## src/hw/rtl/bcv_pkg.sv

```systemverilog
// Types, constants and the CRC-32C byte update for the block checksum verifier.
package bcv_pkg;

  localparam int MAX_BLOCK_BYTES  = 65536;
  localparam int CSUM_FIELD_BYTES = 32;
  localparam int POS_W            = 17;
  localparam int KIND_W           = 2;
  localparam int CRC_W            = 32;
  localparam int APB_ADDR_W       = 3;
  localparam int APB_DATA_W       = 32;
  localparam int OUT_FIELDS_W     = 1 + 2 * CRC_W;
  localparam int OUT_W            = ((OUT_FIELDS_W + 7) / 8) * 8;

  localparam logic [CRC_W-1:0]  CRC_POLY   = 32'h82f6_3b78;
  localparam logic [CRC_W-1:0]  CRC_INIT   = 32'hffff_ffff;
  localparam logic [POS_W-1:0]  LEN_RESET  = POS_W'(4096);
  localparam logic [POS_W-1:0]  LEN_MIN    = POS_W'(CSUM_FIELD_BYTES + 1);
  localparam logic [POS_W-1:0]  LEN_MAX    = POS_W'(MAX_BLOCK_BYTES);
  localparam logic [POS_W-1:0]  FIELD_END  = POS_W'(CSUM_FIELD_BYTES);
  localparam logic [POS_W-1:0]  STORED_END = POS_W'(4);

  localparam logic [KIND_W-1:0] KIND_CRC32C = 2'd0;

  // register index as decoded from paddr[2]
  localparam logic REG_KIND   = 1'b0;
  localparam logic REG_LENGTH = 1'b1;

  typedef struct packed {
    logic [KIND_W-1:0] kind;
    logic [POS_W-1:0]  length;
  } cfg_t;

  function automatic logic [CRC_W-1:0] crc_byte(input logic [CRC_W-1:0] rem,
                                                input logic [7:0] b);
    logic [CRC_W-1:0] r;
    r = rem ^ {24'h0, b};
    for (int k = 0; k < 8; k++) begin
      r = r[0] ? ((r >> 1) ^ CRC_POLY) : (r >> 1);
    end
    return r;
  endfunction

endpackage

```

## src/hw/rtl/bcv_cfg_regs.sv

```systemverilog
// APB register file: checksum kind and block length.
module bcv_cfg_regs (
  input  logic                             clk,
  input  logic                             rst,
  input  logic                             psel,
  input  logic                             penable,
  input  logic                             pwrite,
  input  logic [bcv_pkg::APB_ADDR_W-1:0]   paddr,
  input  logic [bcv_pkg::APB_DATA_W-1:0]   pwdata,
  output logic [bcv_pkg::APB_DATA_W-1:0]   prdata,
  output logic                             pready,
  output bcv_pkg::cfg_t                    cfg
);
  import bcv_pkg::*;

  logic wr_en;

  assign pready = 1'b1;
  assign wr_en  = psel && penable && pwrite && pready;

  always_ff @(posedge clk) begin
    if (rst) begin
      cfg.kind   <= KIND_CRC32C;
      cfg.length <= LEN_RESET;
    end else if (wr_en) begin
      case (paddr[2])
        REG_KIND:   cfg.kind   <= pwdata[KIND_W-1:0];
        REG_LENGTH: cfg.length <= pwdata[POS_W-1:0];
        default: ;
      endcase
    end
  end

  always_comb begin
    case (paddr[2])
      REG_KIND:   prdata = {{(APB_DATA_W-KIND_W){1'b0}}, cfg.kind};
      REG_LENGTH: prdata = {{(APB_DATA_W-POS_W){1'b0}}, cfg.length};
      default:    prdata = '0;
    endcase
  end

endmodule

```

## src/hw/rtl/block_crc32c_verifier_unit.sv

```systemverilog
// Block checksum verifier top level: CRC-32C check of one block per run of bytes.
//
// Input stream s_axis: one byte per word in tdata[7:0], offset zero first.
// Bytes 0..3 are the stored checksum (little-endian), bytes 4..31 are skipped,
// the rest feed a reflected CRC-32C. block_length (APB, address 4) sets the
// bytes per block, clamped to 33..65536; checksum_kind (address 0) must be 0
// for a pass. Write configuration only while idle.
// Output stream m_axis: one word per block, given after its last byte:
//   tdata[0] checksum_ok, [32:1] computed_crc, [64:33] stored_crc, [71:65] zero.
// Throughput: one byte per cycle except in the stall below; the byte-wide CRC
// update between the input register and the block state registers is the single
// stage of work. Result path: the input register, then the result register.
// Stall: while the result register is full and not taken, the input stalls only
// once the last byte of the next block reaches the input register; earlier bytes
// still flow at full rate.
// Reset: config returns to crc32c / 4096 bytes, any partial block is dropped.
module block_crc32c_verifier_unit (
  input  logic                             clk,
  input  logic                             rst,
  input  logic                             psel,
  input  logic                             penable,
  input  logic                             pwrite,
  input  logic [bcv_pkg::APB_ADDR_W-1:0]   paddr,
  input  logic [bcv_pkg::APB_DATA_W-1:0]   pwdata,
  output logic [bcv_pkg::APB_DATA_W-1:0]   prdata,
  output logic                             pready,
  input  logic                             s_axis_tvalid,
  output logic                             s_axis_tready,
  input  logic [7:0]                       s_axis_tdata,   // data_byte
  output logic                             m_axis_tvalid,
  input  logic                             m_axis_tready,
  output logic [bcv_pkg::OUT_W-1:0]        m_axis_tdata    // checksum_ok, computed_crc,
                                                           // stored_crc, zero pad
);
  import bcv_pkg::*;

  cfg_t              cfg;
  logic              in_valid;
  logic [7:0]        in_byte;
  logic [POS_W-1:0]  pos;
  logic [CRC_W-1:0]  crc;
  logic [CRC_W-1:0]  stored;
  logic              out_valid;
  logic [OUT_W-1:0]  out_data;

  logic [POS_W-1:0]  len_eff;
  logic [POS_W-1:0]  pos_next;
  logic              is_last;
  logic [CRC_W-1:0]  crc_next;
  logic [CRC_W-1:0]  stored_next;
  logic [CRC_W-1:0]  computed;
  logic              ok;
  logic              advance;

  bcv_cfg_regs u_cfg (
    .clk     (clk),
    .rst     (rst),
    .psel    (psel),
    .penable (penable),
    .pwrite  (pwrite),
    .paddr   (paddr),
    .pwdata  (pwdata),
    .prdata  (prdata),
    .pready  (pready),
    .cfg     (cfg)
  );

  always_comb begin
    if (cfg.length < LEN_MIN) begin
      len_eff = LEN_MIN;
    end else if (cfg.length > LEN_MAX) begin
      len_eff = LEN_MAX;
    end else begin
      len_eff = cfg.length;
    end
  end

  assign pos_next = pos + POS_W'(1);
  assign is_last  = pos_next >= len_eff;

  always_comb begin
    stored_next = stored;
    if (pos < STORED_END) begin
      stored_next[{pos[1:0], 3'b000} +: 8] = in_byte;
    end
  end

  assign crc_next = (pos >= FIELD_END) ? crc_byte(crc, in_byte) : crc;
  assign computed = ~crc_next;
  assign ok       = (cfg.kind == KIND_CRC32C) && (stored_next == computed);

  // only a block-ending byte needs room in the result register
  assign advance       = in_valid && (!is_last || !out_valid || m_axis_tready);
  assign s_axis_tready = !in_valid || advance;

  always_ff @(posedge clk) begin
    if (rst) begin
      in_valid <= 1'b0;
    end else if (s_axis_tvalid && s_axis_tready) begin
      in_valid <= 1'b1;
    end else if (advance) begin
      in_valid <= 1'b0;
    end
  end

  always_ff @(posedge clk) begin
    if (s_axis_tvalid && s_axis_tready) begin
      in_byte <= s_axis_tdata;
    end
  end

  always_ff @(posedge clk) begin
    if (rst) begin
      pos    <= '0;
      crc    <= CRC_INIT;
      stored <= '0;
    end else if (advance) begin
      if (is_last) begin
        pos    <= '0;
        crc    <= CRC_INIT;
        stored <= '0;
      end else begin
        pos    <= pos_next;
        crc    <= crc_next;
        stored <= stored_next;
      end
    end
  end

  always_ff @(posedge clk) begin
    if (rst) begin
      out_valid <= 1'b0;
    end else if (advance && is_last) begin
      out_valid <= 1'b1;
    end else if (m_axis_tready) begin
      out_valid <= 1'b0;
    end
  end

  always_ff @(posedge clk) begin
    if (advance && is_last) begin
      out_data <= {{(OUT_W-OUT_FIELDS_W){1'b0}}, stored_next, computed, ok};
    end
  end

  assign m_axis_tvalid = out_valid;
  assign m_axis_tdata  = out_data;

endmodule

```

## config.mk

```make
export PLATFORM = sky130hd
export DESIGN_NAME = block_crc32c_verifier_unit
export DESIGN_NICKNAME = d
export VERILOG_FILES = /design/src/hw/rtl/bcv_pkg.sv /design/src/hw/rtl/bcv_cfg_regs.sv /design/src/hw/rtl/block_crc32c_verifier_unit.sv
export SDC_FILE = /design/constraint.sdc
export NUM_CORES = 1
export LEC_CHECK = 0
export ABC_AREA = 0
export BUFFER_PORTS_ARGS = -buffer_cell sky130_fd_sc_hd__buf_2
export CAP_MARGIN = 20
export CORE_UTILIZATION = 40
export DETAILED_ROUTE_END_ITERATION = 16
export GPL_TIMING_DRIVEN = 0
export PLACE_DENSITY_LB_ADDON = 0.15
export SLEW_MARGIN = 20
export SYNTH_ARGS = -nofsm -noshare
export SYNTH_HDL_FRONTEND = slang
export SYNTH_SLANG_ARGS = --single-unit
```

## constraint.sdc

```tcl
create_clock -name clk -period 7.7 [get_ports clk]
set_clock_uncertainty 0.05 [all_clocks]
set_input_delay 1.155 -clock clk [delete_from_list [all_inputs] [get_ports clk]]
set_output_delay 1.155 -clock clk [all_outputs]
set_load 0.01 [all_outputs]
```

# Word-level counts from Yosys, hierarchy flattened

Cells that the tools add are included.

Logic and storage cells: 68
Flip-flop bits (word level): 175
Input bits: 50

Shift-type cells: 2
Reductions and logical operators: 17
$add $sub $neg: 2
Eq/ne operators: 1
Mux-type cells: 21
Magnitude comparators: 5
Bitwise operators: 11

Operators by type and width:

| cell                                                                          | number |
|---|---|
| 32-bit 2-to-1 mux                                                             | 12 |
| 16-bit NOT with 17-bit output                                                 | 8 |
| 32-bit one-hot mux with 2 select lines                                        | 1 |
| 17-bit 2-to-1 mux                                                             | 3 |
| 32-bit bitwise mux                                                            | 1 |
| 32-bit == test                                                                | 1 |
| 32-bit NOT                                                                    | 1 |
| 8-bit by 7-bit variable shift with 32-bit output, first input constant        | 1 |
| 8-bit by 7-bit variable part select with 32-bit output                        | 1 |
| 32-bit by 8-bit XOR with 32-bit output                                        | 1 |
| 17-bit by 1-bit adder with 17-bit output, second input constant               | 1 |
| 17-bit >= comparator                                                          | 1 |
| 17-bit by 6-bit >= comparator with 1-bit output, second input constant        | 1 |
| 17-bit > comparator, second input constant                                    | 1 |
| 17-bit by 3-bit less-than comparator with 1-bit output, second input constant | 1 |
| 17-bit by 6-bit less-than comparator with 1-bit output, second input constant | 1 |
| 5-bit negator with 7-bit output                                               | 1 |
| 1-bit logical AND                                                             | 6 |
| 1-bit 2-to-1 mux                                                              | 4 |
| 2-bit AND reduction                                                           | 2 |
| 2-bit nonzero test                                                            | 2 |
| 1-bit zero test                                                               | 3 |
| 1-bit logical OR                                                              | 3 |
| 2-bit zero test                                                               | 1 |
| 1-bit NOT                                                                     | 1 |

# Depth between registers and ports, before layout

Depth after elaboration: 21
Depth in mapped cells: 19
Mapped depth without buffers: 15

# By module

Synthesis repeated with hierarchy kept, for this count alone.

Cell total of the unflattened synthesis: 969
Area, all modules: 9,789.4 µm²

By module, submodules not included:

| module                     | sequential area each (µm²) | instances | cells each | area each (µm²) |
|---|---|---|---|---|
| block_crc32c_verifier_unit | 3,853.7                    | 1         | 851        | 8,662.1 |
| bcv_cfg_regs               | 380.4                      | 1         | 118        | 1,127.3 |

# Least setup slack after synthesis

OpenSTA, ideal clock, no wires.

Path kind: reg-to-reg
Start: register pos[1]
End: register out_data[0], in the netlist m_axis_tdata[0], enable pin
Slack: -569 ps
Stages on the path, launching flop included: 18
Data required time: 7,082 ps
Setup time: 568 ps
Period minus slack after synthesis: 8,269 ps
Arrival time: 7,651 ps
Cells stage by stage: dfxtp_1 -> ha_1 -> and4_1 -> nand4_1 -> nor2_1 -> and3_1 -> xor2_1 -> ha_1 -> nand3_1 -> a21boi_0 -> o21ai_0 -> a21oi_1 -> o31ai_1 -> a21o_1 -> clkbuf_1 -> clkbuf_1 -> buf_1 -> nor3_1

Word-level cells in the longest chain between the ends: 7

RTL lines:

| what                                         | RTL line                          | text |
|---|---|---|
| start, declared                              | block_crc32c_verifier_unit.sv:40  | `logic [POS_W-1:0] pos;` |
| start signal, assigned                       | block_crc32c_verifier_unit.sv:123 | `pos <= pos_next;` |
| 17-bit by 1-bit adder with 17-bit output (*) | block_crc32c_verifier_unit.sv:78  | `assign pos_next = pos + POS_W'(1);` |
| 17-bit >= comparator (*)                     | block_crc32c_verifier_unit.sv:79  | `assign is_last = pos_next >= len_eff;` |
| 1-bit zero test                              | block_crc32c_verifier_unit.sv:93  | `assign advance = in_valid && (!is_last \|\| !out_valid \|\| m_axis_tready);` |
| 1-bit logical OR (2 in series)               | block_crc32c_verifier_unit.sv:93  |  |
| 1-bit logical AND                            | block_crc32c_verifier_unit.sv:93  |  |
| 1-bit logical AND (*)                        | block_crc32c_verifier_unit.sv:141 | `if (advance && is_last) begin` |
| end signal, assigned                         | block_crc32c_verifier_unit.sv:142 | `out_data <= {{(OUT_W-OUT_FIELDS_W){1'b0}}, stored_next, computed, ok};` |
| end, declared                                | block_crc32c_verifier_unit.sv:44  | `logic [OUT_W-1:0] out_data;` |

Mark *: on every way between the ends. The rest lies on a longest branch, timed or not.
A chain may end at the register's enable or synchronous reset.

# Worst setup path in the final report

Start: register pos[1]
End: output port s_axis_tready

Word-level cells in the longest chain between the ends: 7

RTL lines:

| what                                     | RTL line                         | text |
|---|---|---|
| 17-bit by 1-bit adder with 17-bit output | block_crc32c_verifier_unit.sv:78 |  |
| 17-bit >= comparator                     | block_crc32c_verifier_unit.sv:79 |  |
| 1-bit zero test                          | block_crc32c_verifier_unit.sv:93 |  |
| 1-bit logical OR (2 in series)           | block_crc32c_verifier_unit.sv:93 |  |
| 1-bit logical AND                        | block_crc32c_verifier_unit.sv:93 |  |
| 1-bit logical OR                         | block_crc32c_verifier_unit.sv:94 | `assign s_axis_tready = !in_valid \|\| advance;` |
| end, declared                            | block_crc32c_verifier_unit.sv:28 | `output logic s_axis_tready,` |

No other way between the ends.

==> Flow_metrics.wiki <==
{| class="wikitable"
! Metric !! Value
|-
| Number of hold buffers added after cts || 0
|-
| Wire length of the first global-routing pass || 48200 um
|-
| Vias per Instance || around 5.4
|-
| Filler Cell Count || 2496
|-
| Power density normalized to cell area || 185 nW/um2
|-
| Type of the setup path with the least slack || reg -> out
|-
| Synthesized instance count || 1093
|-
| Clock transition at the register clock pins on the worst setup and hold paths after CTS || 70 ps
|-
| Startpoint types || flop
|-
| Wire length per cell || between 15 and 20 um
|-
| Clk Tree Root Cell || sky130_fd_sc_hd__clkbuf_16
|-
| Number of synthesized register bits || 175
|-
| Cts bufs inserted || 17
|-
| Share of async-settable or async-resettable flops after synthesis || 0%
|-
| Worst-case register-to-register setup slack || roughly 1800 ps
|-
| YS warnings || 0
|-
| Worst endpoint data arrival time || 4710 ps
|-
| Cell variety after synth || 76
|-
| Starting density of the core || 40.9%
|-
| TritonCTS Sinks || 175
|-
| Run status || completed
|-
| Largest area contributor in the synthesized netlist || sky130_fd_sc_hd__edfxtp_1
|-
| Area of all sequential standard cells || 4230 um2
|-
| ANT nets after route || 0
|-
| Min-Delay Startpoint || stored[29]$_SDFFE_PP0P_
|-
| Core Footprint || 25300 um2
|-
| R2R depth || 19
|-
| Port-buffer cells || 115
|-
| Number of resized instances in the post-cts repair step || 0
|-
| Iteration-0 DRC count of the detailed router || 787
|-
| Worst-Margin Slew || around 1000 ps
|-
| Number of search-and-repair iterations in the first detailed-routing pass || 7
|-
| List of most frequent post-synthesis cells || 126 x sky130_fd_sc_hd__nand2_1, 102 x sky130_fd_sc_hd__dfxtp_1, 89 x sky130_fd_sc_hd__nand3_1
|-
| Startpoint of the worst-slack reg-to-reg timing path || pos[1]$_SDFFE_PP0P_
|-
| Crit-path max FO || 10
|-
| Peak ir drop on the vdd network || 0.0949 mV
|-
| Clock Latency Late Sink || 450 ps
|-
| Area after detailed placement || 11500 um2
|-
| Antenna violations before repair || 0
|-
| Routed Wire Length || 31500 um
|-
| IO Pins || roughly 160
|-
| Most used standard cell by instance count after synthesis || sky130_fd_sc_hd__nand2_1
|-
| Max clock buf depth || 2
|-
| DRC violations left || 0
|-
| Top cells by area in the synthesized netlist || sky130_fd_sc_hd__edfxtp_1 21%, sky130_fd_sc_hd__dfxtp_1 20%, sky130_fd_sc_hd__xnor2_1 5.6%
|-
| Depth of the CTS H-tree || 4
|-
| Number of post-CTS setup repair buffers || 0
|-
| Cell total after placement || 1563
|-
| Count of placed standard cells in the final layout, fillers left out || 1595
|-
| Number of pins with negative max-slew slack in the final report || 0
|-
| Pwr Total || 2.22 mW
|-
| Static Leakage || 4.76 nW
|-
| Pin count of the biggest net entering global routing || 19
|-
| FMAX || 0.169 GHz
|-
| Seq/Total Area, Yosys || 41.0%
|-
| Worst hold path depth || 2
|-
| Most used flip-flop cell after synthesis || sky130_fd_sc_hd__dfxtp_1
|-
| Final critical-path share of the clock period || 76.9%
|-
| Proportion of netlist area held by the largest area contributor || 21.2%
|-
| Total via count after detailed routing || 8682
|-
| Max capacitance violation total || 0
|-
| Post-DP HPWL || 24000 um
|-
| CTS tree || built
|-
| P&R area growth vs syn || 16.6%
|-
| Final estimated routing congestion in global placement || 0.927
|-
| Nets || approximately 1300
|-
| Hold-critical path endpoint || stored[29]$_SDFFE_PP0P_
|-
| Chip height || 163 um
|-
| Full die area || 26500 um2
|-
| Synth Cell Area || 10300 um2
|-
| Via count of the first global-routing pass || 7836
|-
| Die span in x || 163 um
|-
| Placement Rows || 58
|-
| Headroom to the max-slew limit || between 30% and 40%
|-
| Overflow left after global routing || 0
|-
| Final hold vios || 0
|-
| Average cell area after synthesis || 9.45 um2
|-
| Final min period || a little under 6000 ps
|-
| Worst reg2reg endpoint || m_axis_tdata[13]$_DFFE_PP_
|-
| Unrepaired setup endpoints after global routing || false
|-
| Combined global-route utilization of all metal layers || 24.4%
|-
| Number of enable-type register cells in the synthesized netlist || 73
|-
| Non-Filler Cell Area, Final || 12000 um2
|-
| Layout cell share with drive strength beyond 1 || 17.7%
|-
| Critical path endpoint category || primary output
|-
| Diode insertion count for antenna repair || 0
|-
| Min-Delay Path Class || reg -> reg
|-
| Area of the multi-input gates || roughly 5600 um2
|-
| Worst Path Required || 6490 ps
|-
| Final setup fails || 0
|}
per-stage QoR:
stage / TNS (ps) / util (%) / setup slack, ps / hold WS (ps)
2_1_floorplan: 0 / - / 1470 / 404
3_3_place_gp: -65670 / 45.1 / -1020 / 410
3_5_place_dp: 0 / 45.4 / 1970 / 416
4_1_cts: 0 / 47.7 / 1800 / 426
5_1_grt: 0 / 47.7 / 1270 / 440
6_report: 0 / 47.7 / 1780 / 426
critical path: stages, from the launching register on:
cell,delay [ps]
sky130_fd_sc_hd__dfxtp_1,440
sky130_fd_sc_hd__ha_1,280
sky130_fd_sc_hd__and4_1,270
sky130_fd_sc_hd__nand4_1,250
sky130_fd_sc_hd__nor2_1,270
sky130_fd_sc_hd__and3_1,290
sky130_fd_sc_hd__xor2_1,240
sky130_fd_sc_hd__ha_1,290
sky130_fd_sc_hd__nand3_1,100
sky130_fd_sc_hd__a21boi_0,80
sky130_fd_sc_hd__o21ai_0,140
sky130_fd_sc_hd__a21oi_1,100
sky130_fd_sc_hd__o31ai_1,350
sky130_fd_sc_hd__a21o_1,200
sky130_fd_sc_hd__clkbuf_1,570
sky130_fd_sc_hd__or3b_2,260
sky130_fd_sc_hd__buf_2,140
flip-flops by register name, indices dropped and copies added, names as in the netlist:
name,flops
stored,32
in_byte,8
u_cfg.cfg,19
pos,17
m_axis_tvalid,1
in_valid,1
m_axis_tdata,65
crc,32
where the power goes:
group          internal, mW  total [mW]  leakage, nW  switching, mW
Combinational         0.148       0.355         2.97          0.207
Sequential            0.975       0.988         1.50         0.0129
Clock                 0.459       0.879        0.282          0.420
per-layer routing:
| metal | GRT usage (%) | wire length [um] | vias up |
|---|---|---|---|
| li1 | - | - | 4145 |
| met3 | 3.26 | 2340 | 41 |
| met5 | 0 | 0 | - |
| met4 | 7.14 | 554 | 0 |
| met1 | 34.0 | 13900 | 4109 |
| met2 | 39.3 | 14700 | 387 |
cell families after synthesis:
| group | after synthesis | synth area share (%) |
|---|---|---|
| simple gates | 328 | 16.1 |
| compound gates | 273 | 16.0 |
| flops | 175 | 41.0 |
| xor+xnor | 137 | 15.4 |
| buf+inv | 127 | 5.89 |
| mux | 28 | 2.82 |
| fa+ha+maj | 23 | 2.79 |
| other cells | 2 | 0.0727 |
cell type report:
type                            instances  area share [%]
Tap cell                              330            3.43
Clock inverter                         15            1.26
Sequential cell                       175            35.2
Timing Repair Buffer                  119            5.25
Buffer                                101            4.24
Clock buffer                           17            3.53
Inverter                               26           0.811
Multi-Input combinational cell        812            46.3
worst max-delay path by stage:
stage                     cells past startpoint           startpoint  slack, ps                    endpoint
after CTS                                    17  pos[0]$_SDFFE_PP0P_       1800               s_axis_tready
after detailed placement                     20  pos[0]$_SDFFE_PP0P_       1970  m_axis_tdata[13]$_DFFE_PP_
after global routing                         17  pos[0]$_SDFFE_PP0P_       1270               s_axis_tready
after floorplan                              17  pos[1]$_SDFFE_PP0P_       1470   m_axis_tdata[0]$_DFFE_PP_
after global placement                       18  pos[0]$_SDFFE_PP0P_      -1020  m_axis_tdata[13]$_DFFE_PP_
final                                        16  pos[1]$_SDFFE_PP0P_       1780               s_axis_tready
placed cells by master (no fill, tap or decap), types with 33 or more instances in the layout:
cell                       Yosys  layout
sky130_fd_sc_hd__a21o_1       38      38
sky130_fd_sc_hd__a21oi_1      85      84
sky130_fd_sc_hd__buf_2         5     120
sky130_fd_sc_hd__clkbuf_1     61      61
sky130_fd_sc_hd__dfxtp_1     102     102
sky130_fd_sc_hd__edfxtp_1     73      73
sky130_fd_sc_hd__nand2_1     126     126
sky130_fd_sc_hd__nand3_1      89      89
sky130_fd_sc_hd__nor2_1       33      33
sky130_fd_sc_hd__o21ai_0      76      76
sky130_fd_sc_hd__xnor2_1      66      66
sky130_fd_sc_hd__xor2_1       39      39
(Power assumes the default switching activity.)
